File: config.mk
export PLATFORM = sky130hd
export DESIGN_NAME = rgb_min_max_normalizer_unit
export DESIGN_NICKNAME = d
export VERILOG_FILES = /design/src/rtl/core/rmmn_pkg.sv /design/src/rtl/core/rmmn_front.sv /design/src/rtl/core/rmmn_queue.sv /design/src/rtl/core/rmmn_back.sv /design/src/rtl/core/rgb_min_max_normalizer_unit.sv
export SDC_FILE = /design/constraint.sdc
export NUM_CORES = 1
export LEC_CHECK = 0
export BUFFER_PORTS_ARGS = -buffer_cell sky130_fd_sc_hd__buf_4
export CORE_UTILIZATION = 67
export DETAILED_ROUTE_END_ITERATION = 10
export GPL_TIMING_DRIVEN = 0
export PLACE_DENSITY = 0.85
export SETUP_SLACK_MARGIN = 0.05
export SLEW_MARGIN = 20
export SYNTH_ARGS = -nofsm -noshare
export SYNTH_HDL_FRONTEND = slang
export SYNTH_SLANG_ARGS = --single-unit
File: constraint.sdc
create_clock -name clock -period 11.8 [get_ports clock]
set_input_delay 1.18 -clock clock [delete_from_list [all_inputs] [get_ports clock]]
set_output_delay 1.18 -clock clock [all_outputs]
set_load 0.05 [all_outputs]
File: src/rtl/core/rmmn_pkg.sv
// Shared constants, types and job encoding for the RGB min-max normalizer.
package rmmn_pkg;

   localparam int SAMPLE_WIDTH           = 24;
   localparam int QUOTIENT_FRACTION_BITS = 16;
   localparam int NUM_CHANNELS           = 3;

   localparam int DIFF_WIDTH  = SAMPLE_WIDTH + 1;
   localparam int NORM_WIDTH  = QUOTIENT_FRACTION_BITS + 1;
   localparam int COUNT_WIDTH = $clog2(QUOTIENT_FRACTION_BITS);
   localparam int CHAN_WIDTH  = $clog2(NUM_CHANNELS);

   localparam int REQ_DATA_WIDTH = ((NUM_CHANNELS * SAMPLE_WIDTH + 7) / 8) * 8;
   localparam int REQ_USER_WIDTH = 2;
   localparam int RSP_DATA_WIDTH = ((NUM_CHANNELS * NORM_WIDTH + 7) / 8) * 8;
   localparam int RSP_USER_WIDTH = NUM_CHANNELS;

   localparam int USER_OP_BIT        = 0;
   localparam int USER_NEW_FRAME_BIT = 1;

   localparam int QPTR_WIDTH   = 1;
   localparam int QUEUE_DEPTH  = 1 << QPTR_WIDTH;
   localparam int QCOUNT_WIDTH = QPTR_WIDTH + 1;

   typedef logic signed [SAMPLE_WIDTH-1:0] sample_type;
   typedef logic [NORM_WIDTH-1:0]          norm_type;

   localparam sample_type SAMPLE_MOST_POS = {1'b0, {(SAMPLE_WIDTH-1){1'b1}}};
   localparam sample_type SAMPLE_MOST_NEG = {1'b1, {(SAMPLE_WIDTH-1){1'b0}}};
   localparam norm_type   NORM_ONE        = {1'b1, {QUOTIENT_FRACTION_BITS{1'b0}}};
   localparam norm_type   NORM_ZERO       = '0;

   // How one channel of a normalize beat is resolved.
   typedef enum logic [1:0] {
      KIND_FLAT,
      KIND_ZERO,
      KIND_ONE,
      KIND_DIV
   } scale_kind_type;

   typedef struct packed {
      scale_kind_type          kind;
      logic [DIFF_WIDTH-1:0]   num;
      logic [DIFF_WIDTH-1:0]   den;
   } chan_job_type;

   typedef struct packed {
      chan_job_type [NUM_CHANNELS-1:0] chan;
   } job_type;

endpackage

File: src/rtl/core/rmmn_front.sv
// Front end: accepts beats, tracks per-channel extremes and classifies normalize beats.
module rmmn_front (
   input  logic                                clock,
   input  logic                                reset,
   input  logic                                req_tvalid,
   output logic                                req_tready,
   input  logic [rmmn_pkg::REQ_DATA_WIDTH-1:0] req_tdata,
   input  logic [rmmn_pkg::REQ_USER_WIDTH-1:0] req_tuser,
   input  logic                                q_full,
   output logic                                q_push,
   output rmmn_pkg::job_type                   q_job
);
   import rmmn_pkg::*;

   sample_type              sample   [NUM_CHANNELS];
   sample_type              low_ff   [NUM_CHANNELS];
   sample_type              low_in   [NUM_CHANNELS];
   sample_type              high_ff  [NUM_CHANNELS];
   sample_type              high_in  [NUM_CHANNELS];
   logic signed [DIFF_WIDTH-1:0] num_s [NUM_CHANNELS];
   logic signed [DIFF_WIDTH-1:0] den_s [NUM_CHANNELS];
   logic                    accept;
   logic                    measure;
   logic                    restart;

   assign req_tready = !q_full;
   assign accept     = req_tvalid && req_tready;
   assign measure    = accept && !req_tuser[USER_OP_BIT];
   assign restart    = req_tuser[USER_NEW_FRAME_BIT];
   assign q_push     = accept && req_tuser[USER_OP_BIT];

   always_comb begin
      for (int c = 0; c < NUM_CHANNELS; c++) begin
         sample[c]  = req_tdata[c*SAMPLE_WIDTH +: SAMPLE_WIDTH];
         low_in[c]  = low_ff[c];
         high_in[c] = high_ff[c];
         if (measure) begin
            if (restart) begin
               low_in[c]  = sample[c];
               high_in[c] = sample[c];
            end else begin
               if (sample[c] < low_ff[c]) begin
                  low_in[c] = sample[c];
               end
               if (sample[c] > high_ff[c]) begin
                  high_in[c] = sample[c];
               end
            end
         end

         // Both differences are taken one bit wider so they never overflow.
         num_s[c] = {sample[c][SAMPLE_WIDTH-1], sample[c]}
                  - {low_ff[c][SAMPLE_WIDTH-1], low_ff[c]};
         den_s[c] = {high_ff[c][SAMPLE_WIDTH-1], high_ff[c]}
                  - {low_ff[c][SAMPLE_WIDTH-1], low_ff[c]};
         q_job.chan[c].num = num_s[c];
         q_job.chan[c].den = den_s[c];
         if (high_ff[c] <= low_ff[c]) begin
            q_job.chan[c].kind = KIND_FLAT;
         end else if (sample[c] <= low_ff[c]) begin
            q_job.chan[c].kind = KIND_ZERO;
         end else if (sample[c] >= high_ff[c]) begin
            q_job.chan[c].kind = KIND_ONE;
         end else begin
            q_job.chan[c].kind = KIND_DIV;
         end
      end
   end

   always_ff @(posedge clock) begin
      for (int c = 0; c < NUM_CHANNELS; c++) begin
         if (reset) begin
            low_ff[c]  <= SAMPLE_MOST_POS;
            high_ff[c] <= SAMPLE_MOST_NEG;
         end else begin
            low_ff[c]  <= low_in[c];
            high_ff[c] <= high_in[c];
         end
      end
   end

endmodule

File: src/rtl/core/rmmn_queue.sv
// Small job queue between the classifying front end and the divider back end.
module rmmn_queue (
   input  logic              clock,
   input  logic              reset,
   input  logic              push,
   input  rmmn_pkg::job_type job_in,
   input  logic              pop,
   output logic              valid,
   output logic              full,
   output rmmn_pkg::job_type job_out
);
   import rmmn_pkg::*;

   job_type                 entry_ff  [QUEUE_DEPTH];
   logic [QPTR_WIDTH-1:0]   wr_ptr_ff;
   logic [QPTR_WIDTH-1:0]   wr_ptr_in;
   logic [QPTR_WIDTH-1:0]   rd_ptr_ff;
   logic [QPTR_WIDTH-1:0]   rd_ptr_in;
   logic [QCOUNT_WIDTH-1:0] count_ff;
   logic [QCOUNT_WIDTH-1:0] count_in;
   logic                    do_push;
   logic                    do_pop;

   assign valid   = count_ff != '0;
   assign full    = count_ff == QCOUNT_WIDTH'(QUEUE_DEPTH);
   assign job_out = entry_ff[rd_ptr_ff];
   assign do_push = push && !full;
   assign do_pop  = pop && valid;

   always_comb begin
      wr_ptr_in = do_push ? wr_ptr_ff + 1'b1 : wr_ptr_ff;
      rd_ptr_in = do_pop  ? rd_ptr_ff + 1'b1 : rd_ptr_ff;
      count_in  = count_ff;
      if (do_push && !do_pop) begin
         count_in = count_ff + 1'b1;
      end else if (do_pop && !do_push) begin
         count_in = count_ff - 1'b1;
      end
   end

   always_ff @(posedge clock) begin
      if (reset) begin
         wr_ptr_ff <= '0;
         rd_ptr_ff <= '0;
         count_ff  <= '0;
      end else begin
         wr_ptr_ff <= wr_ptr_in;
         rd_ptr_ff <= rd_ptr_in;
         count_ff  <= count_in;
      end
   end

   always_ff @(posedge clock) begin
      if (do_push) begin
         entry_ff[wr_ptr_ff] <= job_in;
      end
   end

endmodule

File: src/rtl/core/rmmn_back.sv
// Back end: shared restoring divider over the three channels and the result register.
module rmmn_back (
   input  logic                                clock,
   input  logic                                reset,
   input  logic                                q_valid,
   input  rmmn_pkg::job_type                   q_job,
   output logic                                q_pop,
   output logic                                rsp_tvalid,
   input  logic                                rsp_tready,
   output logic [rmmn_pkg::RSP_DATA_WIDTH-1:0] rsp_tdata,
   output logic [rmmn_pkg::RSP_USER_WIDTH-1:0] rsp_tuser
);
   import rmmn_pkg::*;

   typedef enum logic [3:0] {
      ST_IDLE  = 4'b0001,
      ST_SETUP = 4'b0010,
      ST_DIV   = 4'b0100,
      ST_EMIT  = 4'b1000
   } state_type;

   state_type                          state_ff;
   state_type                          state_in;
   job_type                            job_ff;
   job_type                            job_in;
   logic [CHAN_WIDTH-1:0]              chan_ff;
   logic [CHAN_WIDTH-1:0]              chan_in;
   logic [COUNT_WIDTH-1:0]             cnt_ff;
   logic [COUNT_WIDTH-1:0]             cnt_in;
   logic [DIFF_WIDTH-1:0]              rem_ff;
   logic [DIFF_WIDTH-1:0]              rem_in;
   logic [DIFF_WIDTH-1:0]              den_ff;
   logic [DIFF_WIDTH-1:0]              den_in;
   logic [QUOTIENT_FRACTION_BITS-1:0]  quot_ff;
   logic [QUOTIENT_FRACTION_BITS-1:0]  quot_in;
   norm_type                           res_ff [NUM_CHANNELS];
   norm_type                           res_in [NUM_CHANNELS];
   logic                               out_valid_ff;
   logic                               out_valid_in;
   norm_type                           out_norm_ff [NUM_CHANNELS];
   logic [NUM_CHANNELS-1:0]            out_flat_ff;
   logic [NUM_CHANNELS-1:0]            flat_bits;

   chan_job_type                       cur;
   logic [DIFF_WIDTH:0]                rem_shift;
   logic [DIFF_WIDTH:0]                rem_sub;
   logic                               quot_bit;
   logic                               last_chan;
   logic                               last_step;
   logic                               emit_ok;

   assign cur       = job_ff.chan[chan_ff];
   assign rem_shift = {rem_ff, 1'b0};
   assign rem_sub   = rem_shift - {1'b0, den_ff};
   assign quot_bit  = rem_shift >= {1'b0, den_ff};
   assign last_chan = chan_ff == CHAN_WIDTH'(NUM_CHANNELS - 1);
   assign last_step = cnt_ff == COUNT_WIDTH'(QUOTIENT_FRACTION_BITS - 1);
   assign emit_ok   = !out_valid_ff || rsp_tready;
   assign q_pop     = (state_ff == ST_IDLE) && q_valid;

   always_comb begin
      for (int c = 0; c < NUM_CHANNELS; c++) begin
         flat_bits[c] = job_ff.chan[c].kind == KIND_FLAT;
      end
   end

   always_comb begin
      state_in = state_ff;
      job_in   = job_ff;
      chan_in  = chan_ff;
      cnt_in   = cnt_ff;
      rem_in   = rem_ff;
      den_in   = den_ff;
      quot_in  = quot_ff;
      for (int c = 0; c < NUM_CHANNELS; c++) begin
         res_in[c] = res_ff[c];
      end

      unique case (state_ff)
         ST_IDLE: begin
            if (q_valid) begin
               job_in   = q_job;
               chan_in  = '0;
               state_in = ST_SETUP;
            end
         end
         ST_SETUP: begin
            // Only an interior value needs the divider; the rest resolve here.
            if (cur.kind == KIND_DIV) begin
               rem_in   = cur.num;
               den_in   = cur.den;
               cnt_in   = '0;
               state_in = ST_DIV;
            end else begin
               res_in[chan_ff] = (cur.kind == KIND_ONE) ? NORM_ONE : NORM_ZERO;
               if (last_chan) begin
                  state_in = ST_EMIT;
               end else begin
                  chan_in = chan_ff + 1'b1;
               end
            end
         end
         ST_DIV: begin
            rem_in  = quot_bit ? rem_sub[DIFF_WIDTH-1:0] : rem_shift[DIFF_WIDTH-1:0];
            quot_in = {quot_ff[QUOTIENT_FRACTION_BITS-2:0], quot_bit};
            cnt_in  = cnt_ff + 1'b1;
            if (last_step) begin
               res_in[chan_ff] = {1'b0, quot_ff[QUOTIENT_FRACTION_BITS-2:0], quot_bit};
               if (last_chan) begin
                  state_in = ST_EMIT;
               end else begin
                  chan_in  = chan_ff + 1'b1;
                  state_in = ST_SETUP;
               end
            end
         end
         ST_EMIT: begin
            if (emit_ok) begin
               state_in = ST_IDLE;
            end
         end
         default: begin
            state_in = ST_IDLE;
         end
      endcase
   end

   always_comb begin
      out_valid_in = out_valid_ff;
      if ((state_ff == ST_EMIT) && emit_ok) begin
         out_valid_in = 1'b1;
      end else if (rsp_tready) begin
         out_valid_in = 1'b0;
      end
   end

   always_ff @(posedge clock) begin
      if (reset) begin
         state_ff     <= ST_IDLE;
         out_valid_ff <= 1'b0;
      end else begin
         state_ff     <= state_in;
         out_valid_ff <= out_valid_in;
      end
   end

   always_ff @(posedge clock) begin
      job_ff  <= job_in;
      chan_ff <= chan_in;
      cnt_ff  <= cnt_in;
      rem_ff  <= rem_in;
      den_ff  <= den_in;
      quot_ff <= quot_in;
      for (int c = 0; c < NUM_CHANNELS; c++) begin
         res_ff[c] <= res_in[c];
      end
      if ((state_ff == ST_EMIT) && emit_ok) begin
         for (int c = 0; c < NUM_CHANNELS; c++) begin
            out_norm_ff[c] <= res_ff[c];
         end
         out_flat_ff <= flat_bits;
      end
   end

   assign rsp_tvalid = out_valid_ff;
   assign rsp_tuser  = out_flat_ff;
   assign rsp_tdata  = RSP_DATA_WIDTH'({out_norm_ff[2], out_norm_ff[1], out_norm_ff[0]});

endmodule

File: src/rtl/core/rgb_min_max_normalizer_unit.sv
// Measure beats (tuser op bit low) update the per-channel minimum and maximum and are
// taken one per cycle while the job queue is not full; normalize beats yield one result
// of (value - min) / (max - min) per channel as unsigned Q1.16, clamped to 0 .. 1.0, with
// a range_zero bit per channel when max does not exceed min (that channel then reads 0).
// The extremes are sampled when a normalize beat is accepted, so a two-entry job queue
// lets later beats enter while a result is still being worked out. The back end owns one
// restoring divider that makes one quotient bit per cycle; a clamped or flat channel is
// resolved in setup without it. A finished result waits in the output register without
// holding up the divider.
module rgb_min_max_normalizer_unit (
   input  logic                                clock,
   input  logic                                reset,
   input  logic                                req_tvalid,
   output logic                                req_tready,
   // red, green, blue (signed Q8.16 each), from bit 0 up
   input  logic [rmmn_pkg::REQ_DATA_WIDTH-1:0] req_tdata,
   // op, new_frame, from bit 0 up
   input  logic [rmmn_pkg::REQ_USER_WIDTH-1:0] req_tuser,
   output logic                                rsp_tvalid,
   input  logic                                rsp_tready,
   // red_norm, green_norm, blue_norm (17 bits each), zero fill, from bit 0 up
   output logic [rmmn_pkg::RSP_DATA_WIDTH-1:0] rsp_tdata,
   // range_zero (red, green, blue), from bit 0 up
   output logic [rmmn_pkg::RSP_USER_WIDTH-1:0] rsp_tuser
);
   import rmmn_pkg::*;

   logic    q_push;
   logic    q_pop;
   logic    q_valid;
   logic    q_full;
   job_type push_job;
   job_type pop_job;

   rmmn_front u_front (
      .clock      (clock),
      .reset      (reset),
      .req_tvalid (req_tvalid),
      .req_tready (req_tready),
      .req_tdata  (req_tdata),
      .req_tuser  (req_tuser),
      .q_full     (q_full),
      .q_push     (q_push),
      .q_job      (push_job)
   );

   rmmn_queue u_queue (
      .clock   (clock),
      .reset   (reset),
      .push    (q_push),
      .job_in  (push_job),
      .pop     (q_pop),
      .valid   (q_valid),
      .full    (q_full),
      .job_out (pop_job)
   );

   rmmn_back u_back (
      .clock      (clock),
      .reset      (reset),
      .q_valid    (q_valid),
      .q_job      (pop_job),
      .q_pop      (q_pop),
      .rsp_tvalid (rsp_tvalid),
      .rsp_tready (rsp_tready),
      .rsp_tdata  (rsp_tdata),
      .rsp_tuser  (rsp_tuser)
   );

endmodule

# Word level (Yosys, flattened, before mapping)
# Memories as Yosys holds them, arrays and structs flattened. A register that Yosys moved wholly into a read port is not among the register bits.
# Cells that the tools add are included.
[word_totals] ff_bits=83 ramBits=558 input_bits=78 elab_cells=170 n_memories=5
[mem_list] memory="u_queue.entry_ff" words=2 width=156 read_ports=1 rd_ports_with_merged_regs=1 wr=1 line="rmmn_queue.sv:14" rtl="job_type entry_ff [QUEUE_DEPTH];"
[mem_list] memory="u_front.high_ff" words=3 width=24 read_ports=3 rd_ports_with_merged_regs=0 wr=3 line="rmmn_front.sv:18" rtl="sample_type high_ff [NUM_CHANNELS];"
[mem_list] memory="u_front.low_ff" words=3 width=24 read_ports=3 rd_ports_with_merged_regs=0 wr=3 line="rmmn_front.sv:16" rtl="sample_type low_ff [NUM_CHANNELS];"
[mem_list] memory="u_back.out_norm_ff" words=3 width=17 read_ports=3 rd_ports_with_merged_regs=0 wr=3 line="rmmn_back.sv:40" rtl="norm_type out_norm_ff [NUM_CHANNELS];"
[mem_list] memory="u_back.res_ff" words=3 width=17 read_ports=3 rd_ports_with_merged_regs=0 wr=3 line="rmmn_back.sv:36" rtl="norm_type res_ff [NUM_CHANNELS];"
[op_classes] n_addsub=13 magnitude_cmp=19 n_eq_ne=15 n_mux=71 bitwise_logic=7 n_reduce_logical=29
[ops] op="$mux 24" count=24
[ops] op="$sub 24x24->25" count=6
[ops] op="$le 24x24->1" count=6
[ops] op="$bmux 52 s2" count=1
[ops] op="$bwmux 51" count=2
[ops] op="$mux 51" count=2
[ops] op="$pmux 51 s2" count=1
[ops] op="$ge 24x24->1" count=3
[ops] op="$gt 24x24->1" count=3
[ops] op="$lt 24x24->1" count=3
[ops] op="$mux 52" count=1
[ops] op="$mux 25" count=2
[ops] op="$pmux 25 s2" count=1
[ops] op="$demux 17 s2" count=1
[ops] op="$mux 17" count=2
[ops] op="$mux 4" count=7
[ops] op="$ge 26x25->1" count=1
[ops] op="$sub 25x25->25" count=1
[ops] op="$mux 2" count=12
[ops] op="$pmux 4 s4" count=1
[ops] op="$mux 1" count=12
[ops] op="$logic_and 1x1->1" count=10
[ops] op="$eq 2x2->1 const B" count=4
[ops] op="$eq 4x4->1 const B" count=2
[ops] op="other kinds (24)" count=46

# Longest topological paths before layout
[depth] depth_word=9 mapped_depth=14

# By module
# A second synthesis with hierarchy kept.
[unflattened] cells_unflattened=3463 area_unflattened_um2=41129.4
[modules_own_cells] mod="rmmn_front" n_inst=1 cells_per_inst=2060 area_each_um2=15895.2
[modules_own_cells] mod="rmmn_back" n_inst=1 cells_per_inst=893 area_each_um2=13710.6
[modules_own_cells] mod="rmmn_queue" n_inst=1 cells_per_inst=510 area_each_um2=11523.6

# Worst setup path before layout
# Ideal clock, no wire load.
[synth_timing] path_type="input port to flip-flop" startpoint="input port req_tvalid" endpoint="memory u_queue.entry_ff[0][0] in the netlist's numbering, enable pin" arrival_time_ns=7.841 path_slack_ns=3.284 path_stages=2 n_path_buf=0 cell_sequence="nand3_1 -> nor2_1"
[synth_via] elab_chain_len=5
[synth_rtl] element="start, declared" line="rgb_min_max_normalizer_unit.sv:13" rtl="input logic req_tvalid,"
[synth_rtl] element="$logic_and 1x1->1" line="rmmn_front.sv:27" rtl="assign accept = req_tvalid && req_tready;"
[synth_rtl] element="$logic_and 1x1->1" line="rmmn_front.sv:30" rtl="assign q_push = accept && req_tuser[USER_OP_BIT];"
[synth_rtl] element="$logic_and 1x1->1" line="rmmn_queue.sv:27" rtl="assign do_push = push && !full;"
[synth_rtl] element="$mux 1" line="rmmn_queue.sv:54" rtl="if (do_push) begin"
[synth_rtl] element="$mux 1 (implied by the code)" line="rmmn_queue.sv:55" rtl="entry_ff[wr_ptr_ff] <= job_in;"
[synth_rtl] element="end, declared" line="rmmn_queue.sv:14"
# Every way passes these cells.

==> flow_summary.json <==
{
  "wl_met3_mm": 8.518,
  "power_frac_seq_pct": 45.1,
  "ff_latch_area_sq_um": 22400,
  "post-cts-setup-buffer-count": 0,
  "cts_root_buf": "clkbuf_16",
  "rsz0062_at_grt": "false",
  "clock_sinks": 797,
  "die_y_um": 245.0,
  "route.met2.wl_mm": 49.34,
  "internal_power_uw": 5933,
  "startpoint_type": "input pin",
  "synth_warnings": 0,
  "tns_ns": 0,
  "grt_pass1_vias": 26850,
  "worstPathMaxFanout": 4,
  "whs_ns": 0.4183,
  "max_freq_ghz": 0.2298,
  "htree_levels": 3,
  "grt_usage_pct": 34.97,
  "outcome": "complete, no violations",
  "p_comb_share_pct": 24.8,
  "syn_to_final_growth_pct": 12.67,
  "synth_cell_type_count": 76,
  "coreArea_sq_um": 58030,
  "cpMaxStageDelayCell": "o211ai_1",
  "drtPass1Iterations": 9,
  "cp_slowest_stage_delay_ns": 0.64,
  "ys_seq_area_share_pct": 56.61,
  "ys_ff_latch": 797,
  "grt.overflow.total": 0,
  "pwr_density_cell_nw_per_um2": 192.0,
  "top_level_ports": 139,
  "start_util_pct": 68.19,
  "vdd_drop_max_mv": 0.1729,
  "hold_buffers": 0,
  "cp-end-kind": "flop",
  "place_area_sq_um": 41920,
  "clock_latency_ns": 0.63,
  "cp.required_ns": 12.14,
  "tightest_slew_ns": 1.234,
  "fillers": 3626,
  "route.detailed.drc": 0,
  "syn_area_sq_um": 39570,
  "synthFlopType": "edfxtp_1",
  "layout.nets": 3844,
  "synthAdderAreaFrac_pct": 8.291,
  "grt_pass1_wl_mm": 157.0,
  "topRoutingLayerUsed": "met5",
  "clkTransAtPathRegs_ns": 0.06,
  "crit_type": "in2reg",
  "avgSynthCellArea_sq_um": 12.09,
  "synth_top_family_by_area": "compound AO/OA/AOI/OAI gates",
  "portBuffers": 133,
  "rows": 88,
  "dieArea_sq_um": 60040,
  "dp_hpwl_mm": 78.82,
  "multi_input_area_sq_um": 15790,
  "power.leakage_uw": 0.01796,
  "fp.dieW_um": 245.0,
  "path_cells": "buf_4 -> inv_1 -> ha_1 -> fa_1 -> nor2b_1 -> o21ai_0 -> a21boi_0 -> o211ai_1 -> o21ai_0 -> a22oi_1 -> o21ai_0 -> o311ai_0",
  "fin_skew_ns": 0.01594,
  "antenna_found_initial": 4,
  "min_path_type": "reg2reg",
  "maxSlewHeadroom_pct": 17.76,
  "finalHoldViolations": 0,
  "synth-edff-count": 644,
  "place.gp.congestion": 0.9645,
  "wire_per_inst_um": 24.21,
  "cts_tree": "done",
  "drt_iter0_markers": 2791,
  "switchingPower_uw": 2629,
  "synthCells": 3274,
  "synth_compound_area_share_pct": 10.80,
  "design_area_sq_um": 44590,
  "grt_max_degree": 111,
  "period_share_pct": 36.87,
  "async_reset_ff_share_pct": 0,
  "synthSimpleGateAreaFrac_pct": 9.198,
  "wirelength_mm": 105.0,
  "fin_crit_ns": 4.351,
  "synth-xor-area-share_pct": 3.386,
  "path_common_cell": "o21ai_0",
  "diodes": 0,
  "post_cts_resized": 0,
  "setup_viol": 0,
  "netSwitchingFraction_pct": 30.70,
  "routedLengthMet1_mm": 43.04,
  "drive_gt1_share_pct": 14.24,
  "drv_cap": 0,
  "via_per_inst": 6.357,
  "cts-buffers-inserted": 80,
  "p_clk_share_pct": 30.2,
  "final_max_slew_viol_count": 0,
  "clockBufferDepth": 3,
  "via_count": 27580,
  "drtAntennaViolNets": 0,
  "muxShareOfSynthArea_pct": 8.104,
  "critPathArrivalTime_ns": 4.69
}
==> synth_stat cells (all sizes together) (40+ instances only) <==
library cell | instances | share of area (%)
xnor2 | 112 | 2.5
dfxtp | 153 | 7.7
nor3 | 54 | 0.68
edfxtp | 644 | 49
a21oi | 198 | 2.5
xor2 | 41 | 0.91
a31oi | 40 | 0.67
clkbuf | 89 | 0.84
nand2 | 159 | 1.5
nand4 | 42 | 0.66
o21ai | 142 | 1.8
ha | 251 | 7.9
inv | 239 | 2.3
a21o | 99 | 1.9
nor2 | 220 | 2.1
and3 | 75 | 1.2
mux2i | 119 | 3.0
mux2 | 179 | 5.1
==> critical path, delay by kind of cell <==
family	cells	cell delay, ns
AO/OA/AOI/OAI	7	2.68
adder cells (fa/ha/maj)	2	0.50
buffers and inverters	2	0.25
AND/OR/NAND/NOR	1	0.06
==> metrics by stage <==
step / total power (uW) / worst slack (ns) / util (%) / std cells
finish: 8562 / 7.449 / 76.84 / 4339
global route: 8839 / 7.178 / 76.84 / 4339
CTS: 8535 / 7.560 / 76.84 / 4339
detailed placement: 5968 / 6.913 / 72.25 / 4191
global placement: 5910 / -0.3303 / 71.59 / 4176
floorplan: 5220 / 3.284 / - / 3278
==> cells in the final DEF, fill, tap and decap left out, drive strengths merged, types with 9 or more instances in the layout <==
cell    instances
inv           243
or2            12
nor2          220
and2           15
nand2b         31
clkbuf        186
nor3           54
a31o            9
o21ai         142
o211ai         33
ha            251
nor2b          38
a21o           99
or3            11
mux2          179
o21bai         21
buf           178
a21oi         198
edfxtp        644
and3           75
o21a           26
nand3          33
nand3b         27
a211oi         13
mux2i         119
o31ai           9
xor2           41
dfxtp         153
xnor2         112
a31oi          40
clkinv         30
a221oi         26
nand4          42
nand2         159
bufinv         10
==> cell families (layout without fill, tap and decap cells) <==
family / after synthesis / in the layout
mux: 298 / 298
compound gates: 669 / 669
fa+ha+maj: 258 / 258
xor+xnor: 153 / 153
simple gates: 739 / 739
buf+inv: 359 / 655
other cells: 1 / 5
flops: 797 / 797
==> cell type report <==
class	instances	share of cell area, %
sequential	797	50.24
multi-input combinational	2122	35.41
clock buffer	97	4.633
timing repair buffer	148	3.011
tap	765	2.147
inverter	240	2.037
clock inverter	51	1.339
buffer	119	1.181
==> power by group through the flow <==
stage,Clock [uW],Combinational [uW],Sequential (uW)
floorplan,0,1390,3830
global placement,0,1950,3960
detailed placement,0,2060,3910
CTS,2590,2090,3850
global route,2690,2270,3880
finish,2580,2120,3860
==> state kept, by name (all words and copies together), names as in the netlist, 15 cells and up <==
register,count
u_back.rem_ff,25
u_back.quot_ff,15
u_back.res_ff,51
u_front.low_ff,72
u_back.out_norm_ff,51
u_queue.entry_ff,312
u_back.job_ff,156
u_back.den_ff,25
u_front.high_ff,72
==> metal layers <==
layer | vias up | GRT usage (%)
met1 | 13440 | 47.51
met2 | 1397 | 56.94
met3 | 231 | 5.445
met5 | - | 0
li1 | 12520 | -
met4 | 2 | 13.22
==> final timing paths <==
path	endpoint	startpoint	cells after the start	slack [ns]
hold / removal	u_back.out_norm_ff[0][9]$_DFFE_PP_	u_back.res_ff[0][9]$_DFFE_PP_	0	0.42
hold reg to reg	u_back.out_norm_ff[0][9]$_DFFE_PP_	u_back.res_ff[0][9]$_DFFE_PP_	0	0.42
setup reg to reg	u_back.res_ff[0][14]$_DFFE_PP_	u_back.chan_ff[1]$_SDFFCE_PP0P_	7	7.66
setup / recovery	u_queue.entry_ff[0][151]$_DFFE_PP_	req_tdata[48]	12	7.45
Note: power is estimated with default switching activity, not from simulation.
